**config.mk**
```make
export PLATFORM = sky130hd
export DESIGN_NAME = eight_bit_cpu_alu_with_flags_top
export DESIGN_NICKNAME = d
export VERILOG_FILES = /design/src/hw/rtl/ebcalu_pkg.sv /design/src/hw/rtl/ebcalu_core.sv /design/src/hw/rtl/eight_bit_cpu_alu_with_flags_top.sv
export SDC_FILE = /design/constraint.sdc
export NUM_CORES = 1
export LEC_CHECK = 0
export BUFFER_PORTS_ARGS = -buffer_cell sky130_fd_sc_hd__buf_4
export CAP_MARGIN = 30
export CORE_AREA = 4 4 111 218
export DETAILED_ROUTE_END_ITERATION = 8
export DIE_AREA = 0 0 115 222
export SLEW_MARGIN = 20
export SYNTH_ARGS = -nofsm -noshare
export SYNTH_HDL_FRONTEND = slang
export SYNTH_SLANG_ARGS = --single-unit
```
**constraint.sdc**
```tcl
create_clock -name clk -period 4.6 [get_ports clk]
set_input_delay 0.23 -clock clk [delete_from_list [all_inputs] [get_ports clk]]
set_output_delay 0.23 -clock clk [all_outputs]
set_load 0.01 [all_outputs]
```
**src/hw/rtl/ebcalu_pkg.sv**
```systemverilog
// ----------------------------------------------------------------------------
// ebcalu_pkg
// Shared types, command codes and flag positions of the 8-bit CPU ALU.
// ----------------------------------------------------------------------------
package ebcalu_pkg;

    localparam int unsigned FLAG_Z = 3;
    localparam int unsigned FLAG_N = 2;
    localparam int unsigned FLAG_H = 1;
    localparam int unsigned FLAG_C = 0;

    typedef enum logic [4:0] {
        CMD_ADD    = 5'd0,
        CMD_ADC    = 5'd1,
        CMD_SUB    = 5'd2,
        CMD_SBC    = 5'd3,
        CMD_AND    = 5'd4,
        CMD_XOR    = 5'd5,
        CMD_OR     = 5'd6,
        CMD_CP     = 5'd7,
        CMD_INC    = 5'd8,
        CMD_DEC    = 5'd9,
        CMD_ADD16  = 5'd10,
        CMD_ADD_SP = 5'd11,
        CMD_RLCA   = 5'd12,
        CMD_RRCA   = 5'd13,
        CMD_RLA    = 5'd14,
        CMD_RRA    = 5'd15,
        CMD_RLC    = 5'd16,
        CMD_RRC    = 5'd17,
        CMD_RL     = 5'd18,
        CMD_RR     = 5'd19,
        CMD_SLA    = 5'd20,
        CMD_SRA    = 5'd21,
        CMD_SWAP   = 5'd22,
        CMD_SRL    = 5'd23,
        CMD_BIT    = 5'd24,
        CMD_RES    = 5'd25,
        CMD_SET    = 5'd26,
        CMD_DAA    = 5'd27,
        CMD_CPL    = 5'd28,
        CMD_SCF    = 5'd29,
        CMD_CCF    = 5'd30
    } command_t;

    typedef struct packed {
        logic [4:0]  command;
        logic [15:0] operand_a;
        logic [15:0] operand_b;
        logic [2:0]  bit_index;
        logic [3:0]  flags_in;
    } alu_req_t;

    typedef struct packed {
        logic [15:0] result;
        logic [3:0]  flags_out;
        logic        write_back;
    } alu_rsp_t;

endpackage

```
**src/hw/rtl/ebcalu_core.sv**
```systemverilog
// ----------------------------------------------------------------------------
// ebcalu_core
// Single-pass combinational datapath that computes result, flags and
// write-back for one ALU item.
// ----------------------------------------------------------------------------
module ebcalu_core
    import ebcalu_pkg::*;
(
    input  alu_req_t req,
    output alu_rsp_t rsp
);

    logic [7:0]  a;
    logic [7:0]  b;
    logic        cin;
    logic        nin;
    logic        hin;
    logic        zin;
    logic        use_carry;
    logic [8:0]  add9;
    logic [4:0]  addh;
    logic [8:0]  sub9;
    logic [4:0]  subh;
    logic [7:0]  inc8;
    logic [7:0]  dec8;
    logic [16:0] add17;
    logic [12:0] add13;
    logic [15:0] sp16;
    logic [8:0]  spc9;
    logic [4:0]  sph5;
    logic [7:0]  bit_mask;
    logic [7:0]  daa_corr;
    logic        daa_cout;
    logic [7:0]  daa8;

    assign a   = req.operand_a[7:0];
    assign b   = req.operand_b[7:0];
    assign cin = req.flags_in[FLAG_C];
    assign nin = req.flags_in[FLAG_N];
    assign hin = req.flags_in[FLAG_H];
    assign zin = req.flags_in[FLAG_Z];

    assign use_carry = ((req.command == CMD_ADC) || (req.command == CMD_SBC)) && cin;

    assign add9  = {1'b0, a} + {1'b0, b} + {8'd0, use_carry};
    assign addh  = {1'b0, a[3:0]} + {1'b0, b[3:0]} + {4'd0, use_carry};
    assign sub9  = {1'b0, a} - {1'b0, b} - {8'd0, use_carry};
    assign subh  = {1'b0, a[3:0]} - {1'b0, b[3:0]} - {4'd0, use_carry};
    assign inc8  = a + 8'd1;
    assign dec8  = a - 8'd1;
    assign add17 = {1'b0, req.operand_a} + {1'b0, req.operand_b};
    assign add13 = {1'b0, req.operand_a[11:0]} + {1'b0, req.operand_b[11:0]};
    assign sp16  = req.operand_a + {{8{b[7]}}, b};
    assign spc9  = {1'b0, a} + {1'b0, b};
    assign sph5  = {1'b0, a[3:0]} + {1'b0, b[3:0]};

    assign bit_mask = 8'(8'h01 << req.bit_index);

    always_comb
    begin
        daa_corr = 8'h00;
        daa_cout = 1'b0;
        if (hin || (!nin && (a[3:0] > 4'd9)))
        begin
            daa_corr = 8'h06;
        end
        if (cin || (!nin && (a > 8'h99)))
        begin
            daa_corr = daa_corr | 8'h60;
            daa_cout = 1'b1;
        end
    end

    assign daa8 = nin ? (a - daa_corr) : (a + daa_corr);

    always_comb
    begin
        logic [7:0] r8;
        logic [15:0] r16;
        logic [3:0] f;
        logic wb;
        logic wide;

        r8   = a;
        r16  = 16'd0;
        f    = req.flags_in;
        wb   = 1'b1;
        wide = 1'b0;

        unique case (req.command)
            CMD_ADD, CMD_ADC:
            begin
                r8 = add9[7:0];
                f  = {add9[7:0] == 8'd0, 1'b0, addh[4], add9[8]};
            end
            CMD_SUB, CMD_SBC:
            begin
                r8 = sub9[7:0];
                f  = {sub9[7:0] == 8'd0, 1'b1, subh[4], sub9[8]};
            end
            CMD_CP:
            begin
                f  = {sub9[7:0] == 8'd0, 1'b1, subh[4], sub9[8]};
                wb = 1'b0;
            end
            CMD_AND:
            begin
                r8 = a & b;
                f  = {(a & b) == 8'd0, 1'b0, 1'b1, 1'b0};
            end
            CMD_XOR:
            begin
                r8 = a ^ b;
                f  = {(a ^ b) == 8'd0, 3'b000};
            end
            CMD_OR:
            begin
                r8 = a | b;
                f  = {(a | b) == 8'd0, 3'b000};
            end
            CMD_INC:
            begin
                r8 = inc8;
                f  = {inc8 == 8'd0, 1'b0, inc8[3:0] == 4'h0, cin};
            end
            CMD_DEC:
            begin
                r8 = dec8;
                f  = {dec8 == 8'd0, 1'b1, dec8[3:0] == 4'hF, cin};
            end
            CMD_ADD16:
            begin
                wide = 1'b1;
                r16  = add17[15:0];
                f    = {zin, 1'b0, add13[12], add17[16]};
            end
            CMD_ADD_SP:
            begin
                wide = 1'b1;
                r16  = sp16;
                f    = {1'b0, 1'b0, sph5[4], spc9[8]};
            end
            CMD_RLCA, CMD_RLC:
            begin
                r8 = {a[6:0], a[7]};
                f  = {(req.command == CMD_RLC) && (a == 8'd0), 2'b00, a[7]};
            end
            CMD_RRCA, CMD_RRC:
            begin
                r8 = {a[0], a[7:1]};
                f  = {(req.command == CMD_RRC) && (a == 8'd0), 2'b00, a[0]};
            end
            CMD_RLA, CMD_RL:
            begin
                r8 = {a[6:0], cin};
                f  = {(req.command == CMD_RL) && ({a[6:0], cin} == 8'd0), 2'b00, a[7]};
            end
            CMD_RRA, CMD_RR:
            begin
                r8 = {cin, a[7:1]};
                f  = {(req.command == CMD_RR) && ({cin, a[7:1]} == 8'd0), 2'b00, a[0]};
            end
            CMD_SLA:
            begin
                r8 = {a[6:0], 1'b0};
                f  = {a[6:0] == 7'd0, 2'b00, a[7]};
            end
            CMD_SRA:
            begin
                r8 = {a[7], a[7:1]};
                f  = {{a[7], a[7:1]} == 8'd0, 2'b00, a[0]};
            end
            CMD_SWAP:
            begin
                r8 = {a[3:0], a[7:4]};
                f  = {a == 8'd0, 3'b000};
            end
            CMD_SRL:
            begin
                r8 = {1'b0, a[7:1]};
                f  = {a[7:1] == 7'd0, 2'b00, a[0]};
            end
            CMD_BIT:
            begin
                f  = {(a & bit_mask) == 8'd0, 1'b0, 1'b1, cin};
                wb = 1'b0;
            end
            CMD_RES:
            begin
                r8 = a & ~bit_mask;
            end
            CMD_SET:
            begin
                r8 = a | bit_mask;
            end
            CMD_DAA:
            begin
                r8 = daa8;
                f  = {daa8 == 8'd0, nin, 1'b0, daa_cout};
            end
            CMD_CPL:
            begin
                r8 = ~a;
                f  = {zin, 1'b1, 1'b1, cin};
            end
            CMD_SCF:
            begin
                f  = {zin, 2'b00, 1'b1};
                wb = 1'b0;
            end
            CMD_CCF:
            begin
                f  = {zin, 2'b00, ~cin};
                wb = 1'b0;
            end
            default:
            begin
                r8 = 8'd0;
                wb = 1'b0;
            end
        endcase

        rsp.result     = wide ? r16 : {8'd0, r8};
        rsp.flags_out  = f;
        rsp.write_back = wb;
    end

endmodule

```
**src/hw/rtl/eight_bit_cpu_alu_with_flags_top.sv**
```systemverilog
// ----------------------------------------------------------------------------
// eight_bit_cpu_alu_with_flags_top: execute ALU of an 8-bit CPU with flags.
// Pipeline: input register, one ALU pass, result register.
// Throughput is one item per cycle unless rsp_ready is low while the result register is full.
// Reset clears both valid bits; the data registers are not reset.
// ----------------------------------------------------------------------------
module eight_bit_cpu_alu_with_flags_top
    import ebcalu_pkg::*;
(
    input  logic     clk,
    input  logic     rst_n,
    input  logic     req_valid,
    output logic     req_ready,
    input  alu_req_t req,
    output logic     rsp_valid,
    input  logic     rsp_ready,
    output alu_rsp_t rsp
);

    logic     s1_valid_reg;
    logic     s1_valid_next;
    alu_req_t s1_data_reg;
    logic     s2_valid_reg;
    logic     s2_valid_next;
    alu_rsp_t s2_data_reg;
    alu_rsp_t alu_rsp;
    logic     s2_load;
    logic     s1_load;

    ebcalu_core u_core (
        .req (s1_data_reg),
        .rsp (alu_rsp)
    );

    assign s2_load   = s1_valid_reg && (!s2_valid_reg || rsp_ready);
    assign req_ready = !s1_valid_reg || s2_load;
    assign s1_load   = req_valid && req_ready;

    assign s1_valid_next = s1_load || (s1_valid_reg && !s2_load);
    assign s2_valid_next = s2_load || (s2_valid_reg && !rsp_ready);

    always_ff @(posedge clk or negedge rst_n)
    begin
        if (!rst_n)
        begin
            s1_valid_reg <= 1'b0;
            s2_valid_reg <= 1'b0;
        end
        else
        begin
            s1_valid_reg <= s1_valid_next;
            s2_valid_reg <= s2_valid_next;
        end
    end

    always_ff @(posedge clk)
    begin
        if (s1_load)
        begin
            s1_data_reg <= req;
        end
        if (s2_load)
        begin
            s2_data_reg <= alu_rsp;
        end
    end

    assign rsp_valid = s2_valid_reg;
    assign rsp       = s2_data_reg;

`ifndef NO_ASSERTIONS
    a_rsp_from_stage1 : assert property (@(posedge clk) disable iff (!rst_n)
        $rose(s2_valid_reg) |-> $past(s1_valid_reg))
        else $error("Result appeared without an item in the input register.");

    a_stage1_holds : assert property (@(posedge clk) disable iff (!rst_n)
        (s1_valid_reg && !s2_load) |=> (s1_valid_reg && $stable(s1_data_reg)))
        else $error("Stalled item in the input register was lost or changed.");

    a_no_write_back : assert property (@(posedge clk) disable iff (!rst_n)
        (s2_load && ((s1_data_reg.command == CMD_CP) || (s1_data_reg.command == CMD_BIT) ||
                     (s1_data_reg.command == CMD_SCF) || (s1_data_reg.command == CMD_CCF)))
        |=> !s2_data_reg.write_back)
        else $error("Compare, bit test or carry operation requested a write-back.");

    a_byte_result : assert property (@(posedge clk) disable iff (!rst_n)
        (s2_load && (s1_data_reg.command != CMD_ADD16) &&
         (s1_data_reg.command != CMD_ADD_SP))
        |=> (s2_data_reg.result[15:8] == 8'd0))
        else $error("Byte operation produced a nonzero high byte.");
`endif

endmodule
```
==> Word level (Yosys, flattened, before mapping) <==
Cells that the tools add are included.
W data, S select, Z words.
{ "totals": {"word_cells": 129, "regBits": 67, "inputBits": 48, "output_inout_bits": 23} }
{ "op_classes": {"shift": 1, "n_addsub": 15, "eq_ne": 31, "order_cmp": 2, "n_bitwise": 9, "mux": 10, "reduce_logical": 50} }
{ "op_table": {"columns": ["cell", "n"], "rows": [
  ["$pmux W8 S20", 1],
  ["$logic_not A8 Y1", 13],
  ["$pmux W4 S22", 1],
  ["$eq A5 B5 Y1 const B", 15],
  ["$eq A5 B4 Y1 const B", 8],
  ["$pmux W16 S2", 1],
  ["$reduce_or A27 Y1", 1],
  ["$and A8 B8 Y8", 3],
  ["$eq A5 B3 Y1 const B", 4],
  ["$add A16 B16 Y17", 1],
  ["$add A16 B16 Y16", 1],
  ["$mux W8", 2],
  ["$not A8 Y8", 2],
  ["$or A8 B8 Y8", 2],
  ["$logic_not A7 Y1", 2],
  ["$reduce_or A2 Y1", 7],
  ["$add A12 B12 Y13", 1],
  ["$logic_and A1 B1 Y1", 11],
  ["$eq A5 B2 Y1 const B", 2],
  ["$add A8 B8 Y9", 1],
  ["$add A9 B1 Y9", 1],
  ["$sub A8 B8 Y9", 1],
  ["$sub A9 B1 Y9", 1],
  ["$add A8 B1 Y8 const B", 1],
  ["other kinds (23)", 35]
]} }

==> Depth between registers and ports, before layout <==
{ "logic_depth": {"depth_word": 9, "mapped_depth": 20, "depth_no_buf": 17} }

==> Modules after synthesis <==
From an unflattened synthesis, not the netlist that was laid out.
{ "hier_totals": {"cells_unflattened": 720, "hier_area_um2": 6466.2} }
{ "by_module_without_submodules": {"columns": ["mod", "seq_area_each_um2", "instances", "cells_each", "area_each_um2"], "rows": [
  ["ebcalu_core", 0.0, 1, 647, 4410.5],
  ["eight_bit_cpu_alu_with_flags_top", 2001.9, 1, 73, 2055.7]
]} }

==> Least setup slack after synthesis <==
OpenSTA, ideal clock, no wires.
{ "synth_timing": {"path_kind": "register -> register", "from": "register s1_data_reg[24] (netlist name)", "to": "register s2_data_reg, in the netlist rsp[11], data pin", "synth_period_minus_slack_ns": 3.854, "path_buffers": 3, "arrival_time_ns": 3.577, "setup_ns": 0.277, "required_time_ns": 4.323, "stages_incl_launch_ff": 20, "path_slack_ns": 0.746, "cell_sequence": "edfxtp_1 > buf_2 > buf_2 > inv_1 > ha_1 > clkbuf_1 > nor2_1 > o21ai_0 > o211ai_1 > a31oi_1 > ha_1 > nand2_1 > o21ai_0 > ha_1 > nor2b_1 > o21ai_0 > nor3b_1 > nor2_1 > o41ai_2 > o221ai_1"} }
{ "synth_lines": {"columns": ["element", "line", "text"], "rows": [
  ["from (decl)", "eight_bit_cpu_alu_with_flags_top.sv:22", "alu_req_t s1_data_reg;"],
  ["from (signal assigned)", "eight_bit_cpu_alu_with_flags_top.sv:60", "s1_data_reg <= req;"],
  ["to (signal assigned)", "eight_bit_cpu_alu_with_flags_top.sv:64", "s2_data_reg <= alu_rsp;"],
  ["to (decl)", "eight_bit_cpu_alu_with_flags_top.sv:25", "alu_rsp_t s2_data_reg;"]
]} }

==> qor.csv <==
stage;metric;value;unit
yosys;Seq cells post-synth;67;
final_layout;FILL cells;2404;
setup_path;CP Class;flop to flop;
placement;Placer Congestion;1.04;
drt;wire length per cell;27.3;um
setup_path;RR Startpoint;s1_data_reg[23];
yosys;Synth area leader;edfxtp_1;
sta;Setup TNS;0;ns
sta;Hold WS;0.0366;ns
setup_path;CP required;4.69;ns
global_routing;vias in the first global route;6862;
power;Leakage Power;3.13;nW
sta;Final Cycle Share;82.3;%
clock_network;Clock Sinks;67;
setup_path;slowest stage cell on the critical path;edfxtp_1;
drt;drc violations;0;
global_routing;first-pass GRT wire length;44500;um
sta;actual slew at the worst max-slew pin;0.876;ns
global_routing;largest net degree at the start of global routing;36;
setup_path;type of origin of the critical path;flop;
drt;DR pass1 iterations;5;
worst_hold_path;hold path start;req[3];
power;Max VDD drop;195;uV
final_layout;share of cells above drive strength 1;18.0;%
global_routing;antenna violations before repair;0;
die;full die area;25500;um^2
global_routing;GR Overflow Total;0;
yosys;Synth area leaders;edfxtp_1 29%, ha_1 12%, xnor2_1 4.4%;
clock_network;setup bufs post-CTS;0;
setup_path;slowest cell delay on critical path;0.43;ns
clock_network;CTS Root Buffer Type;clkbuf_16;
die;Starting Density;29.2;%
yosys;Mapped Cells;742;
yosys;mapped cell area;6620;um^2
yosys;Post-synth ARST share;2.99;%
setup_path;worst reg2reg path depth;16;
sta;fin crit period;3.79;ns
drt;Final ANT Viol Nets;0;
yosys;Syn. warnings;0;
final_layout;max FFs per register;44;
setup_path;setup slack, reg-to-reg;0.81;ns
final_layout;Area Growth Syn to Fin;19.5;%
clock_network;CTS H-tree lvls;3;
worst_hold_path;Hold EP;s1_data_reg[3];
flow_run;Max Cap Violations;0;
clock_network;CTS max path bufs;2;
yosys;Synth top area share;29.5;%
global_routing;Total GRT Usage;24.1;%
clock_network;CTS tree;yes;
worst_hold_path;Worst Hold Class;primary input to flop;
yosys;sequential fraction of the synthesis area;30.2;%
yosys;Cell variety after synth;83;
sta;highest clock rate;264;MHz
drt;vias per cell;5.99;
sta;Setup Skew;0.00683;ns
setup_path;CP endpoint kind;flop;
worst_hold_path;Hold Crit Depth;1;
sta;RSZ-0062 raised after global routing;no;
drt;drt initial violations;378;
drt;via count;6613;
yosys;number of synthesized flops with an enable pin;65;
die;Die Height;222;um
power;pwr dens;304;nW/um^2
yosys;net count of the mapped netlist;854;
placement;Port-buffer cells;70;
yosys;Main synth FF type;edfxtp_1;
final_layout;Core Util, Final;34.9;%
yosys;Post-Syn Area per Cell;8.93;um^2
sta;Final Setup Violations;0;
clock_network;clk slew on worst S/H paths;0.06;ns
clock_network;Worst-Skew Late Latency;0.37;ns
die;Die X;115;um
setup_path;crit path DAT;3.88;ns
setup_path;worst path cell trace;inv_1 -> ha_1 -> nor2_1 -> o21ai_0 -> o211ai_1 -> a31oi_1 -> ha_1 -> nand2_1 -> o21ai_0 -> ha_1 -> nor2b_1 -> o21ai_0 -> nor3b_1 -> nor2_1 -> o41ai_2 -> o221ai_1;
placement;Final HPWL DP;23900;um
setup_path;CP max FO;4;
sta;Max Slew Vio Count;0;
die;Core Footprint;22600;um^2
drt;Total Routed Length;30200;um
setup_path;Reg-to-Reg End;rsp[11];
final_layout;Layout Nets;931;
final_layout;Diodes inserted;0;
die;# rows;78;
clock_network;total CTS buffers;9;
sta;Fin. Hold Viols;0;
die;# IOs;71;
sta;Rel. slew slack;41.2;%
run_status;outcome;complete, no violations;
critical path: cells and delay by family (launching register included):
family / cells / cell delay (ns)
DFF: 1 / 0.43
and+or+nand+nor: 5 / 0.65
AOI/OAI and AO/OA: 7 / 1.33
buffers and inverters: 1 / 0.22
adders and majority gates: 3 / 0.88
power breakdown:
part / switching (W) / internal, W / total, W
combinational: 0.000521 / 0.000319 / 0.000840
sequential: 0.0000387 / 0.000730 / 0.000769
clock: 0.000313 / 0.000484 / 0.000797
total: 0.000872 / 0.00153 / 0.00241
layout make-up:
class / count / area [um^2] / area share (%)
Clock buffer: 9 / 225 / 2.85
Clock inverter: 7 / 105 / 1.33
Inverter: 34 / 128 / 1.61
Multi-Input combinational cell: 604 / 4320 / 54.6
Sequential cell: 67 / 2000 / 25.3
Tap cell: 280 / 350 / 4.43
Timing Repair Buffer: 103 / 786 / 9.93
what timing repair did:
item                                    CTS  global route
gates resized for setup                   0             0
hold endpoints to repair                  2             0
endpoints found under the setup margin    0             0
hold buffers                              1             0
worst max-delay path by stage:
stage                         start  endpoint  slack (ns)  depth (start not counted)
floorplan           s1_data_reg[24]   rsp[11]        0.75                         19
global route        s1_data_reg[23]   rsp[11]        0.49                         16
global placement    s1_data_reg[43]    rsp[9]        0.97                         12
detailed placement  s1_data_reg[23]   rsp[11]        0.86                         16
CTS                 s1_data_reg[23]   rsp[11]        0.83                         16
finish              s1_data_reg[23]   rsp[11]        0.81                         16
through the flow:
| step | total power [W] | cells | area (um^2) | setup WS [ns] |
|---|---|---|---|---|
| floorplan | 0.00129 | 742 | 6620 | 0.746 |
| global placement | 0.00160 | 1082 | 7520 | 0.975 |
| detailed placement | 0.00161 | 1086 | 7560 | 0.864 |
| CTS | 0.00241 | 1103 | 7910 | 0.835 |
| global route | 0.00251 | 1104 | 7910 | 0.494 |
| finish | 0.00241 | 1104 | 7910 | 0.815 |
layer usage:
metal | global-route usage [%] | share of wire [%]
met1 | 23.2 | 32
met2 | 43.3 | 53
met3 | 3.55 | 5.0
met5 | 0 | 0
met4 | 20.2 | 10
placed cells by master (no fill, tap or decap), types with 7 or more instances in the layout:
master	n
a21o_1	11
a221oi_1	9
o21ai_1	11
nor2b_1	15
inv_1	32
nand2_1	61
a21oi_1	41
edfxtp_1	65
nor2_1	48
o21a_1	8
a22oi_1	7
o21ai_0	30
o22ai_1	16
nand3_1	23
nand4_1	15
xnor2_1	33
nor4_1	9
and3_1	8
nor3_1	22
ha_1	61
buf_4	100
clkbuf_16	9
nand2b_1	13
xor2_1	14
o211ai_1	7
Yosys cell counts, types with 9 or more instances:
library cell / count
a21o_1: 11
a21oi_1: 41
a221oi_1: 9
buf_2: 19
clkbuf_1: 12
edfxtp_1: 65
ha_1: 61
inv_1: 32
nand2_1: 61
nand2b_1: 13
nand3_1: 23
nand4_1: 15
nor2_1: 48
nor2b_1: 15
nor3_1: 22
nor4_1: 10
o21ai_0: 30
o21ai_1: 11
o22ai_1: 16
xnor2_1: 33
xor2_1: 14
cell families (layout without fill, tap and decap cells):
family	after synthesis	count (layout)	synth area share, %
AOI/OAI and AO/OA	227	227	24.4
xor gates and xnor gates	49	49	6.71
adders and majority gates	64	64	12.4
buffers and inverters	71	153	4.72
DFF	67	67	30.2
muxes	6	6	0.926
and+or+nand+nor	258	258	20.5
No activity file was read; power rests on OpenSTA's default activity.
